<file path="config.mk">
export PLATFORM = sky130hd
export DESIGN_NAME = rgba_row_to_monochrome_bits_unit
export DESIGN_NICKNAME = d
export VERILOG_FILES = /design/src/hw/rtl/rtmb_pkg.sv /design/src/hw/rtl/rtmb_front.sv /design/src/hw/rtl/rtmb_fifo.sv /design/src/hw/rtl/rtmb_back.sv /design/src/hw/rtl/rgba_row_to_monochrome_bits_unit.sv
export SDC_FILE = /design/constraint.sdc
export NUM_CORES = 1
export LEC_CHECK = 0
export ABC_AREA = 1
export BUFFER_PORTS_ARGS = -buffer_cell sky130_fd_sc_hd__buf_2
export CELL_PAD_IN_SITES_DETAIL_PLACEMENT = 1
export CELL_PAD_IN_SITES_GLOBAL_PLACEMENT = 1
export CORE_ASPECT_RATIO = 1.5
export CORE_MARGIN = 10
export CORE_UTILIZATION = 53
export CTS_CLUSTER_DIAMETER = 40
export DETAILED_ROUTE_END_ITERATION = 10
export PLACE_DENSITY_LB_ADDON = 0.15
export SLEW_MARGIN = 30
export SYNTH_ARGS = -nofsm -noshare
export SYNTH_HDL_FRONTEND = slang
export SYNTH_HIERARCHICAL = 1
export SYNTH_SLANG_ARGS = --single-unit
</file>
<file path="constraint.sdc">
create_clock -name i_clk -period 8.7 [get_ports i_clk]
set_input_delay 0.435 -clock i_clk [delete_from_list [all_inputs] [get_ports i_clk]]
set_output_delay 0.435 -clock i_clk [all_outputs]
set_load 0.02 [all_outputs]
</file>
<file path="src/hw/rtl/rtmb_pkg.sv">
// Shared types and constants for the RGBA row to monochrome bit packer.
`default_nettype none

package rtmb_pkg;

    // Luma weights and the white decision threshold.
    localparam logic [7:0]  LUMA_R          = 8'd77;
    localparam logic [7:0]  LUMA_G          = 8'd150;
    localparam logic [7:0]  LUMA_B          = 8'd29;
    localparam logic [15:0] WHITE_THRESHOLD = 16'h8000;

    // Compositing over white: (c*a + 255*(255-a) + 127) / 255.
    localparam logic [7:0]  FULL_SCALE      = 8'd255;
    localparam logic [15:0] ROUND_BIAS      = 16'd127;

    // Bit packing.
    localparam int unsigned BYTE_BITS       = 8;
    localparam int unsigned SLOT_W          = $clog2(BYTE_BITS);
    localparam logic [BYTE_BITS-1:0] FIRST_BIT = 8'h80;

    // Queue between the classifier and the packer.
    localparam int unsigned FIFO_AW         = 3;
    localparam int unsigned FIFO_DEPTH      = 1 << FIFO_AW;
    localparam int unsigned FIFO_CW         = FIFO_AW + 1;

    // Front pipeline: two register stages hold pixels in flight.
    localparam int unsigned FRONT_STAGES    = 2;
    localparam int unsigned INFLIGHT_W      = $clog2(FRONT_STAGES + 1);

    typedef struct packed {
        logic [7:0] red;
        logic [7:0] green;
        logic [7:0] blue;
        logic [7:0] alpha;
        logic       row_end;
    } t_pixel;

    typedef struct packed {
        logic [7:0] packed_byte;
        logic       row_last;
    } t_result;

    // One classified pixel as it travels from the front to the packer.
    typedef struct packed {
        logic white;
        logic row_end;
    } t_cls_item;

    typedef struct packed {
        logic                  valid;
        t_cls_item             item;
        logic [INFLIGHT_W-1:0] inflight;
    } t_front_status;

    typedef struct packed {
        logic                  not_empty;
        t_cls_item             head;
        logic [FIFO_CW-1:0]    count;
    } t_fifo_status;

endpackage

`default_nettype wire

</file>
<file path="src/hw/rtl/rtmb_front.sv">
// Front pipeline: composites each pixel over white and classifies it as a white or black bit.
`default_nettype none

module rtmb_front (
    input  wire logic                   i_clk,
    input  wire logic                   i_rst_n,
    input  wire logic                   i_valid,
    input  wire rtmb_pkg::t_pixel       i_pixel,
    output rtmb_pkg::t_front_status     o_status
);

    // Stage one: products and the alpha bias.
    logic        r_s1_valid;
    logic [15:0] r_s1_prod_r;
    logic [15:0] r_s1_prod_g;
    logic [15:0] r_s1_prod_b;
    logic [15:0] r_s1_bias;
    logic        r_s1_row_end;

    // Stage two: composited channels.
    logic        r_s2_valid;
    logic [7:0]  r_s2_r;
    logic [7:0]  r_s2_g;
    logic [7:0]  r_s2_b;
    logic        r_s2_row_end;

    logic [7:0]  inv_alpha;
    logic [15:0] n_bias;
    logic [7:0]  n_comp_r;
    logic [7:0]  n_comp_g;
    logic [7:0]  n_comp_b;
    logic [15:0] luma;

    // Rounded division by 255 for x below 65280: (x + (x >> 8) + 1) >> 8.
    function automatic logic [7:0] div255(input logic [15:0] prod, input logic [15:0] bias);
        logic [15:0] x;
        logic [15:0] t;
        x = prod + bias;
        t = x + {8'd0, x[15:8]} + 16'd1;
        return t[15:8];
    endfunction

    assign inv_alpha = rtmb_pkg::FULL_SCALE - i_pixel.alpha;
    assign n_bias    = {8'd0, inv_alpha} * {8'd0, rtmb_pkg::FULL_SCALE} + rtmb_pkg::ROUND_BIAS;

    always_ff @(posedge i_clk) begin
        if (!i_rst_n) begin
            r_s1_valid <= 1'b0;
            r_s2_valid <= 1'b0;
        end else begin
            r_s1_valid <= i_valid;
            r_s2_valid <= r_s1_valid;
        end
    end

    always_ff @(posedge i_clk) begin
        r_s1_prod_r  <= {8'd0, i_pixel.red}   * {8'd0, i_pixel.alpha};
        r_s1_prod_g  <= {8'd0, i_pixel.green} * {8'd0, i_pixel.alpha};
        r_s1_prod_b  <= {8'd0, i_pixel.blue}  * {8'd0, i_pixel.alpha};
        r_s1_bias    <= n_bias;
        r_s1_row_end <= i_pixel.row_end;
        r_s2_r       <= n_comp_r;
        r_s2_g       <= n_comp_g;
        r_s2_b       <= n_comp_b;
        r_s2_row_end <= r_s1_row_end;
    end

    assign n_comp_r = div255(r_s1_prod_r, r_s1_bias);
    assign n_comp_g = div255(r_s1_prod_g, r_s1_bias);
    assign n_comp_b = div255(r_s1_prod_b, r_s1_bias);

    // Weights sum to 256, so the luma never exceeds 16 bits.
    assign luma = {8'd0, rtmb_pkg::LUMA_R} * {8'd0, r_s2_r}
                + {8'd0, rtmb_pkg::LUMA_G} * {8'd0, r_s2_g}
                + {8'd0, rtmb_pkg::LUMA_B} * {8'd0, r_s2_b};

    always_comb begin
        o_status.valid        = r_s2_valid;
        o_status.item.white   = (luma >= rtmb_pkg::WHITE_THRESHOLD);
        o_status.item.row_end = r_s2_row_end;
        o_status.inflight     = rtmb_pkg::INFLIGHT_W'({1'b0, r_s1_valid})
                              + rtmb_pkg::INFLIGHT_W'({1'b0, r_s2_valid});
    end

endmodule

`default_nettype wire

</file>
<file path="src/hw/rtl/rtmb_fifo.sv">
// Short queue of classified pixel bits between the front pipeline and the packer.
`default_nettype none

module rtmb_fifo (
    input  wire logic                i_clk,
    input  wire logic                i_rst_n,
    input  wire logic                i_wr,
    input  wire rtmb_pkg::t_cls_item i_data,
    input  wire logic                i_rd,
    output rtmb_pkg::t_fifo_status   o_status
);

    rtmb_pkg::t_cls_item                r_mem [rtmb_pkg::FIFO_DEPTH];
    logic [rtmb_pkg::FIFO_AW-1:0]       r_wr_ptr;
    logic [rtmb_pkg::FIFO_AW-1:0]       r_rd_ptr;
    logic [rtmb_pkg::FIFO_CW-1:0]       r_count;
    logic                               do_rd;

    assign do_rd = i_rd && (r_count != '0);

    always_ff @(posedge i_clk) begin
        if (i_wr) begin
            r_mem[r_wr_ptr] <= i_data;
        end
    end

    always_ff @(posedge i_clk) begin
        if (!i_rst_n) begin
            r_wr_ptr <= '0;
            r_rd_ptr <= '0;
            r_count  <= '0;
        end else begin
            if (i_wr) begin
                r_wr_ptr <= r_wr_ptr + 1'b1;
            end
            if (do_rd) begin
                r_rd_ptr <= r_rd_ptr + 1'b1;
            end
            if (i_wr && !do_rd) begin
                r_count <= r_count + 1'b1;
            end else if (!i_wr && do_rd) begin
                r_count <= r_count - 1'b1;
            end
        end
    end

    always_comb begin
        o_status.not_empty = (r_count != '0);
        o_status.head      = r_mem[r_rd_ptr];
        o_status.count     = r_count;
    end

endmodule

`default_nettype wire

</file>
<file path="src/hw/rtl/rtmb_back.sv">
// Packer: gathers pixel bits most significant first and holds finished bytes for the consumer.
`default_nettype none

module rtmb_back (
    input  wire logic                  i_clk,
    input  wire logic                  i_rst_n,
    input  wire rtmb_pkg::t_fifo_status i_fifo,
    output logic                       o_fifo_rd,
    input  wire logic                  i_pop,
    output logic                       o_empty,
    output rtmb_pkg::t_result          o_result
);

    logic [rtmb_pkg::BYTE_BITS-1:0] r_partial;
    logic [rtmb_pkg::SLOT_W-1:0]    r_slot;
    logic                           r_out_valid;
    rtmb_pkg::t_result              r_out;

    logic                           emit;
    logic                           out_free;
    logic [rtmb_pkg::BYTE_BITS-1:0] n_partial;

    assign emit      = (r_slot == rtmb_pkg::SLOT_W'(rtmb_pkg::BYTE_BITS - 1))
                    || i_fifo.head.row_end;
    assign out_free  = !r_out_valid || i_pop;
    assign o_fifo_rd = i_fifo.not_empty && (!emit || out_free);
    assign n_partial = i_fifo.head.white ? (r_partial | (rtmb_pkg::FIRST_BIT >> r_slot))
                                         : r_partial;

    always_ff @(posedge i_clk) begin
        if (!i_rst_n) begin
            r_partial   <= '0;
            r_slot      <= '0;
            r_out_valid <= 1'b0;
        end else begin
            if (o_fifo_rd && emit) begin
                r_out_valid <= 1'b1;
            end else if (i_pop) begin
                r_out_valid <= 1'b0;
            end
            if (o_fifo_rd) begin
                if (emit) begin
                    r_partial <= '0;
                    r_slot    <= '0;
                end else begin
                    r_partial <= n_partial;
                    r_slot    <= r_slot + 1'b1;
                end
            end
        end
    end

    always_ff @(posedge i_clk) begin
        if (o_fifo_rd && emit) begin
            r_out.packed_byte <= n_partial;
            r_out.row_last    <= i_fifo.head.row_end;
        end
    end

    assign o_empty  = !r_out_valid;
    assign o_result = r_out;

endmodule

`default_nettype wire

</file>
<file path="src/hw/rtl/rgba_row_to_monochrome_bits_unit.sv">
// Top level of the RGBA row to one-bit-per-pixel packer.
// Path: a pixel that completes a byte goes through both front stages and the queue, and its
//   byte is then registered and shown on o_result once the output register is free.
// Throughput: one pixel beat per cycle while full is low, set by the two-stage compositing
//   pipeline and the packer; a byte beat may leave every cycle while pop is held high.
// Reset: i_rst_n is synchronous and active low; it empties all stages and starts a new byte.
`default_nettype none

module rgba_row_to_monochrome_bits_unit (
    input  wire logic              i_clk,
    input  wire logic              i_rst_n,
    input  wire logic              push,
    output logic                   full,
    input  wire rtmb_pkg::t_pixel  i_pixel,
    output logic                   empty,
    input  wire logic              pop,
    output rtmb_pkg::t_result      o_result
);

    // The front pipeline never stalls. Instead, a pixel is only taken when the
    // queue has room for it and for every pixel still in flight in the front,
    // so each classified bit always finds a free queue slot.

    rtmb_pkg::t_front_status front_status;
    rtmb_pkg::t_fifo_status  fifo_status;
    logic                    accept;
    logic                    fifo_rd;
    logic [rtmb_pkg::FIFO_CW-1:0] committed;

    assign committed = fifo_status.count
                     + rtmb_pkg::FIFO_CW'(front_status.inflight);
    assign full      = (committed >= rtmb_pkg::FIFO_CW'(rtmb_pkg::FIFO_DEPTH));
    assign accept    = push && !full;

    // Compositing over white and the luma threshold.
    rtmb_front u_front (
        .i_clk    (i_clk),
        .i_rst_n  (i_rst_n),
        .i_valid  (accept),
        .i_pixel  (i_pixel),
        .o_status (front_status)
    );

    // Decoupling queue of classified bits.
    rtmb_fifo u_fifo (
        .i_clk    (i_clk),
        .i_rst_n  (i_rst_n),
        .i_wr     (front_status.valid),
        .i_data   (front_status.item),
        .i_rd     (fifo_rd),
        .o_status (fifo_status)
    );

    // Bit packing and the output holding register.
    rtmb_back u_back (
        .i_clk     (i_clk),
        .i_rst_n   (i_rst_n),
        .i_fifo    (fifo_status),
        .o_fifo_rd (fifo_rd),
        .i_pop     (pop),
        .o_empty   (empty),
        .o_result  (o_result)
    );

    // The credit scheme must never let the queue and the front pipeline together
    // hold more pixels than the queue can take.
    assert property (@(posedge i_clk) disable iff (!i_rst_n)
        committed <= rtmb_pkg::FIFO_CW'(rtmb_pkg::FIFO_DEPTH))
        else $error("front and queue hold more pixels than the queue depth");

    // A classified bit must never arrive at a full queue.
    assert property (@(posedge i_clk) disable iff (!i_rst_n)
        front_status.valid |->
            (fifo_status.count < rtmb_pkg::FIFO_CW'(rtmb_pkg::FIFO_DEPTH)) || fifo_rd)
        else $error("classified bit written into a full queue");

    // The packer only reads from a queue that holds something.
    assert property (@(posedge i_clk) disable iff (!i_rst_n)
        fifo_rd |-> fifo_status.not_empty)
        else $error("packer read from an empty queue");

    // Reset leaves no result waiting.
    assert property (@(posedge i_clk) !i_rst_n |=> empty)
        else $error("result present after reset");

endmodule

`default_nettype wire

</file>
==> metrics.md, run 1 <==
| Metric | Value |
|---|---|
| Outcome | `finished clean` |
| Area of the core | `35700 sq um` |
| Worst slack, placed | `2.48 ns` |
| Routability Congestion | `0.859` |
| Critical path buffer and inverter count | `1` |
| Initial Util | `0.535` |
| Syn Area/Cell | `between 7 and 8 sq um` |
| RR Startpoint | `u_front/r_s2_g[5]$_DFF_P_` |
| Largest stage delay, worst path | `0.53 ns` |
| Crit-path cells | `ha_1, ha_1, ha_1, fa_1, ha_1, a21oi_1, o21ai_0, xor2_1, fa_1, fa_1, fa_1, fa_1, ha_1, a21oi_1, o21ai_0, nand2_1, o211ai_1, a31oi_1, inv_1, nand2_1, nand2_1` |
| Synth top cells by count | `nand2_1, inv_1, ha_1` |
| # hold bufs at CTS | `0` |
| Clock root buffer | `clkbuf_16` |
| Hold path start | `i_pixel[0]` |
| Worst Setup End Kind | `flop` |
| Type of origin of the critical path | `flop` |
| CP max-delay cell | `fa_1` |
| First-pass GRT wire length | `84600 um` |
| Slew headroom | `0.480` |
| Via count | `between 15k and 20k` |
| Top-count cell post-synth | `nand2_1` |
| Worst path required time | `about 9 ns` |
| Die Ht | `253 um` |
| Synth Instances | `2466` |
| Placed cells | `slightly below 3k` |
| Final setup vio count | `0` |
| RSZ-0062 raised after global routing | `false` |
| Num CTS Buffers | `17` |
| Vias in the first global route | `17.9k` |
| Post-CTS setup buffers | `0` |
| Post-synth EDFFs | `25` |
| Finished Core Util | `0.569` |
| Largest net degree at the start of global routing | `33` |
| Antenna cells | `0` |
| TNS Setup | `0 ns` |
| Final-report hold violation count | `0` |
| # IOs | `48` |
| Post-Syn Nets | `3008` |
| Layout Cells excl Fill | `2973` |
| Fin crit share | `0.730` |
| Share of the synthesized area in the top cell type | `0.206` |
| Worst Tran Pin Value | `0.780 ns` |
| Final Max Tran Viols | `0` |
| Starting DRT DRC Count | `between 500 and 600` |
| Wire per inst | `between 15 and 20 um` |
| Routed vias/inst | `5.30` |
| Nets | `just over 3k` |
| Worst clock skew | `0.00820 ns` |
| Post-synthesis cell area | `19100 sq um` |
| CTS tree | `built` |
| Clk sinks | `142` |
| Maxcap violations | `0` |
| Number of H-tree levels | `4` |
| Sequential fraction of the synthesis area | `0.162` |
| Gr ovfl total | `0` |
| Area Growth Syn to Fin | `6.31%` |
| Post-synth top area cell | `fa_1` |
| Site Rows | `85` |
| Cell variety after synth | `41` |
| Longest Clk Path Bufs | `2` |
| R2R setup slack | `2.35 ns` |
| CP arrival | `approximately 6.5 ns` |
| Yosys warning total | `6` |
| Initial antenna violation count | `0` |
| CP Class | `reg -> reg` |
| Ys async rst share | `0` |
| Chip Width | `175 um` |
| Final WS setup | `2.35 ns` |
| Top cells by area, synth | `fa_1, ha_1, dfxtp_1` |
| DIE AREA | `44200 sq um` |
| Top delay family on crit path | `adder cells` |
| Worst hold path class | `in -> reg` |
| # DRC | `0` |
| Clock slew at reported path FFs | `approximately 0.070 ns` |
| Antenna-violating nets left | `0` |
| Post-detail-place hpwl | `43100 um` |
| Clk_lat worst skew | `0.44 ns` |
| Router iterations before antenna repair | `4` |
| Synth Flop Type | `dfxtp_1` |
| Crit path from | `u_front/r_s2_g[5]$_DFF_P_` |
| Post-CTS Resized | `0` |
| Fillers | `4558` |
| Worst Path Max Fanout | `8` |
| Minimum clock period after layout | `6.35 ns` |
| Buffers added on ports | `47` |
| Total track usage | `0.236` |
| Layout cells sized above 1 | `0.0685` |
| Post-Route WL | `51000 um` |
| Max Fclk | `158 MHz` |
| Yosys reg bits | `142` |
## flip-flops by register name, summed over array words and instances (netlist names), named ones only
| register | flops |
|---|---|
| u_back/r_out_valid | 1 |
| u_front/r_s1_prod_g | 16 |
| u_front/r_s1_row_end | 1 |
| u_fifo/r_wr_ptr | 3 |
| u_front/r_s1_bias | 16 |
| u_front/r_s2_b | 8 |
| u_fifo/r_rd_ptr | 3 |
| u_front/r_s2_r | 8 |
| u_front/r_s2_valid | 1 |
| u_front/r_s2_row_end | 1 |
| u_back/r_partial | 8 |
| u_front/r_s1_prod_b | 16 |
| u_back/o_result | 9 |
| u_back/r_slot | 3 |
| u_fifo/r_mem | 16 |
| u_front/r_s2_g | 8 |
| u_front/r_s1_prod_r | 16 |
| u_front/r_s1_valid | 1 |
| u_fifo/r_count | 4 |
## worst reg2reg max path: stages, from the launching register on
cell,delay (ns)
dfxtp_1,0.44
ha_1,0.29
ha_1,0.30
ha_1,0.30
fa_1,0.48
ha_1,0.37
a21oi_1,0.25
o21ai_0,0.17
xor2_1,0.22
fa_1,0.47
fa_1,0.53
fa_1,0.44
fa_1,0.50
ha_1,0.34
a21oi_1,0.15
o21ai_0,0.09
nand2_1,0.07
o211ai_1,0.08
a31oi_1,0.27
inv_1,0.09
nand2_1,0.07
nand2_1,0.15
## layout make-up
cell class | count | area (sq um) | area share
multi-input cells | 1733 | 13800 | 0.678
flip-flops and latches | 142 | 3090 | 0.152
inverters | 540 | 2030 | 0.0997
well taps | 478 | 598 | 0.0294
clock buffers | 17 | 425 | 0.0209
repair buffers | 48 | 243 | 0.0119
clock inverters | 15 | 156 | 0.00769
## path summary, 6_finish.rpt
kind | endpoint | depth (start not counted)
worst max-delay path | u_fifo/r_mem[0][1]$_DFFE_PP_ | 21
worst min-delay path | u_front/r_s1_row_end$_DFF_P_ | 1
worst max register to register | u_fifo/r_mem[0][1]$_DFFE_PP_ | 21
worst min register to register | u_front/r_s2_row_end$_DFF_P_ | 0
## per-layer routing
metal  global-route usage  vias up  wire length (um)
li1                     -     7596                 -
met4                0.137        0              3100
met2                0.474      278             28600
met5                    0        -                 0
met1                0.221     7747             18200
met3               0.0284      133              1180
## stage by stage
step / cell area [sq um] / hold WS, ns
after detailed placement: 19700 / 0.314
after floorplan: 19100 / 0.310
final: 20300 / 0.0878
after global placement: 19700 / 0.314
after CTS: 20300 / 0.0699
after global routing: 20300 / 0.0764
## layout by cell type (no fill, tap or decap), drive strengths merged, types with 6 or more instances in the layout
master / Yosys / layout
or2: 7 / 7
a21o: 8 / 8
nand3: 106 / 106
nand4: 19 / 19
fa: 197 / 197
edfxtp: 25 / 25
clkbuf: 44 / 17
a31oi: 11 / 11
o21ai: 48 / 48
buf: 7 / 48
clkinv: 0 / 6
nand2: 646 / 646
inv: 540 / 547
and2: 14 / 14
nor2: 137 / 137
dfxtp: 117 / 117
xor2: 58 / 58
xnor2: 36 / 36
a21oi: 115 / 115
ha: 308 / 308
o2111ai: 7 / 7
## logic make-up after synthesis
family / after synthesis / synth area share
DFF: 142 / 0.162
xor gates and xnor gates: 94 / 0.0431
AOI/OAI and AO/OA: 199 / 0.0576
and+or+nand+nor: 935 / 0.213
buffers and inverters: 591 / 0.117
adders and majority gates: 505 / 0.408
Power of run 1 is not shown: default switching activity piles up to over one toggle a cycle in this logic, so the estimate is an artifact.
==> run 2, diff against run 1 <==
--- a/config.mk
+++ b/config.mk
@@ -11,7 +11,7 @@
 export CELL_PAD_IN_SITES_GLOBAL_PLACEMENT = 1
 export CORE_ASPECT_RATIO = 1.5
 export CORE_MARGIN = 10
-export CORE_UTILIZATION = 53
+export CORE_UTILIZATION = 44
 export CTS_CLUSTER_DIAMETER = 40
 export DETAILED_ROUTE_END_ITERATION = 10
 export PLACE_DENSITY_LB_ADDON = 0.15
==> constraint.sdc (replaced) <==
create_clock -name i_clk -period 5.81 [get_ports i_clk]
set_input_delay 0.2905 -clock i_clk [delete_from_list [all_inputs] [get_ports i_clk]]
set_output_delay 0.2905 -clock i_clk [all_outputs]
set_load 0.02 [all_outputs]
==> run 2 against run 1 <==
  * Setup slack got worse by 2.3 ns
  * Routed wire length increased by 0.14%
  * Via count shrank 1.5%
  * Die area is 18% higher
  * Maximum frequency rose by 10%
  * Critical path depth up 1
  * First-iteration DRC count down 9.7%
  * Sequential share of layout area decreased by 0.38 points
  * Core utilization shrank 8.2 points
  * Flip-flop and latch count is the same
  * Global-route usage is 4.0 points lower
  * Final cell count increased by 3.8%
==> metrics.md, run 2 (synthesis gave the netlist of run 1 again) <==
| Metric | Value |
|---|---|
| Final WS setup | `0.0532 ns (-2.30 ns)` |
| Final-report hold violation count | `0 (unchanged)` |
| Slew headroom | `0.593 (+0.114)` |
| Clk_lat worst skew | `0.44 ns (about the same)` |
| Worst slack, placed | `-0.225 ns (-2.71 ns)` |
| Max Fclk | `174 MHz (+10%)` |
| Minimum clock period after layout | `5.76 ns (-0.592 ns)` |
| CP Class | `reg -> reg` |
| Hold path start | `push` |
| Routability Congestion | `0.848 (-1.3%)` |
| DIE AREA | `52400 sq um (+18%)` |
| Worst Path Max Fanout | `8 (unchanged)` |
| Longest Clk Path Bufs | `2 (unchanged)` |
| Worst path required time | `6.09 ns (-2.75 ns)` |
| Layout cells sized above 1 | `0.0890 (+0.0205)` |
| Layout Cells excl Fill | `3086 (+3.8%)` |
| First-pass GRT wire length | `83500 um (-1.4%)` |
| # DRC | `0 (unchanged)` |
| CP arrival | `6.04 ns (-0.45 ns)` |
| Area Growth Syn to Fin | `9.22%` |
| Starting DRT DRC Count | `492 (-9.7%)` |
| Post-Route WL | `51100 um (+0.14%)` |
| Final Max Tran Viols | `0 (unchanged)` |
| Vias in the first global route | `17.4k (-2.6%)` |
| Final setup vio count | `0 (unchanged)` |
| Total track usage | `0.196 (-0.0401)` |
| Chip Width | `190 um (+8.6%)` |
| Crit path from | `u_front/r_s2_g[2]$_DFF_P_` |
| Maxcap violations | `0 (unchanged)` |
| Number of H-tree levels | `4 (unchanged)` |
| Outcome | `finished clean` |
| Most frequent cells in the layout | `nand2_1, inv_1, ha_1, fa_1, nor2_1` |
| Antenna-violating nets left | `0 (unchanged)` |
| Worst hold margin | `0.151 ns (+0.0629 ns)` |
| Wire per inst | `16.6 um (-3.5%)` |
| Area of the core | `42900 sq um (+20%)` |
| Finished Core Util | `0.486 (-0.0825)` |
| Post-detail-place hpwl | `43200 um (+0.33%)` |
| Clock root buffer | `clkbuf_16` |
| Initial Util | `0.445 (-0.0898)` |
| Antenna cells | `0 (unchanged)` |
| Die Ht | `275 um (+9.0%)` |
| Worst clock skew | `0.0109 ns (+0.00269 ns)` |
| Fillers | `5332 (+17%)` |
| Clk sinks | `142 (unchanged)` |
| Router iterations before antenna repair | `5 (+1)` |
| Placed cells | `3050 (+3.7%)` |
| Worst Tran Pin Value | `0.604 ns (-0.177 ns)` |
| # IOs | `48 (unchanged)` |
| Routed vias/inst | `5.03 (-5.1%)` |
| Gr ovfl total | `0 (unchanged)` |
| Type of origin of the critical path | `flop` |
| CTS tree | `built` |
| Nets | `3045 (+0.69%)` |
| Initial antenna violation count | `0 (unchanged)` |
| Worst hold path class | `in -> reg` |
| Worst Setup End Kind | `flop` |
| Clock slew at reported path FFs | `0.07 ns (about the same)` |
| Site Rows | `93 (+9.4%)` |
| Num CTS Buffers | `17 (unchanged)` |
| Buffers added on ports | `47 (unchanged)` |
| Fin crit share | `0.991 (+0.261)` |
| Via count | `15.5k (-1.5%)` |
| RR Startpoint | `u_front/r_s2_g[2]$_DFF_P_` |
| RSZ-0062 raised after global routing | `true` |
| Largest net degree at the start of global routing | `23 (-30%)` |
| Most common cell after layout, fill and taps aside | `nand2_1` |
## run 2: layer usage
layer / GRT usage / part of all wire / routed length [um] / vias to the layer above
li1: - / - / - / 7639
met1: 0.196 / 0.38 / 19300 / 7622
met2: 0.397 / 0.57 / 29000 / 172
met3: 0.0197 / 0.013 / 650 / 84
met4: 0.0814 / 0.041 / 2100 / 0
met5: 0 / 0 / 0 / -
## run 2: layout make-up
cell class	count	area (sq um)	area share
sequential	142	3100	0.148
clock inverter	15	163	0.00779
tap	570	713	0.0341
clock buffer	17	425	0.0204
inverter	540	2030	0.0970
timing repair buffer	69	403	0.0193
multi-input combinational	1733	14100	0.673
## run 2: worst paths after layout
kind                                                      end  slack, ns  cells after the start
worst max-delay path             u_fifo/r_mem[0][1]$_DFFE_PP_       0.05                     22
worst min-delay path            u_front/r_s1_valid$_SDFF_PN0_       0.15                      5
worst min register to register   u_front/r_s2_row_end$_DFF_P_       0.34                      0
worst max register to register   u_fifo/r_mem[0][1]$_DFFE_PP_       0.05                     22
## run 2: per-stage QoR
step           area (sq um)  TNS [ns]
2_1_floorplan         19100         0
3_3_place_gp          20000    -0.129
3_5_place_dp          20000     -1.80
4_1_cts               20700         0
5_1_grt               20900     -1.31
6_report              20900         0
## run 2: what timing repair did
| action | 4_1_cts | 5_1_grt |
|---|---|---|
| pin swaps | 12 | 30 |
| hold buffers | 1 | 0 |
| hold endpoints to repair | 1 | 0 |
| setup endpoints to repair | 8 | 8 |
| resized for setup | 14 | 26 |
| setup buffers | 1 | 2 |
## run 2: worst max-delay path: stages (launching register included)
cell and delay [ns]:
dfxtp_1 0.51, ha_4 0.27, ha_4 0.22, fa_1 0.66, ha_4 0.26, buf_4 0.16, a21oi_2 0.16, nand2_2 0.10
xnor2_1 0.14, fa_1 0.36, inv_1 0.08, fa_1 0.42, fa_1 0.49, fa_1 0.61, ha_4 0.22, a21oi_2 0.13
o21ai_1 0.09, nand2_1 0.08, o211ai_1 0.09, a31oi_1 0.20, buf_4 0.15, nand3_2 0.07, nand2_2 0.13
Power of run 2 is left out for the same reason.
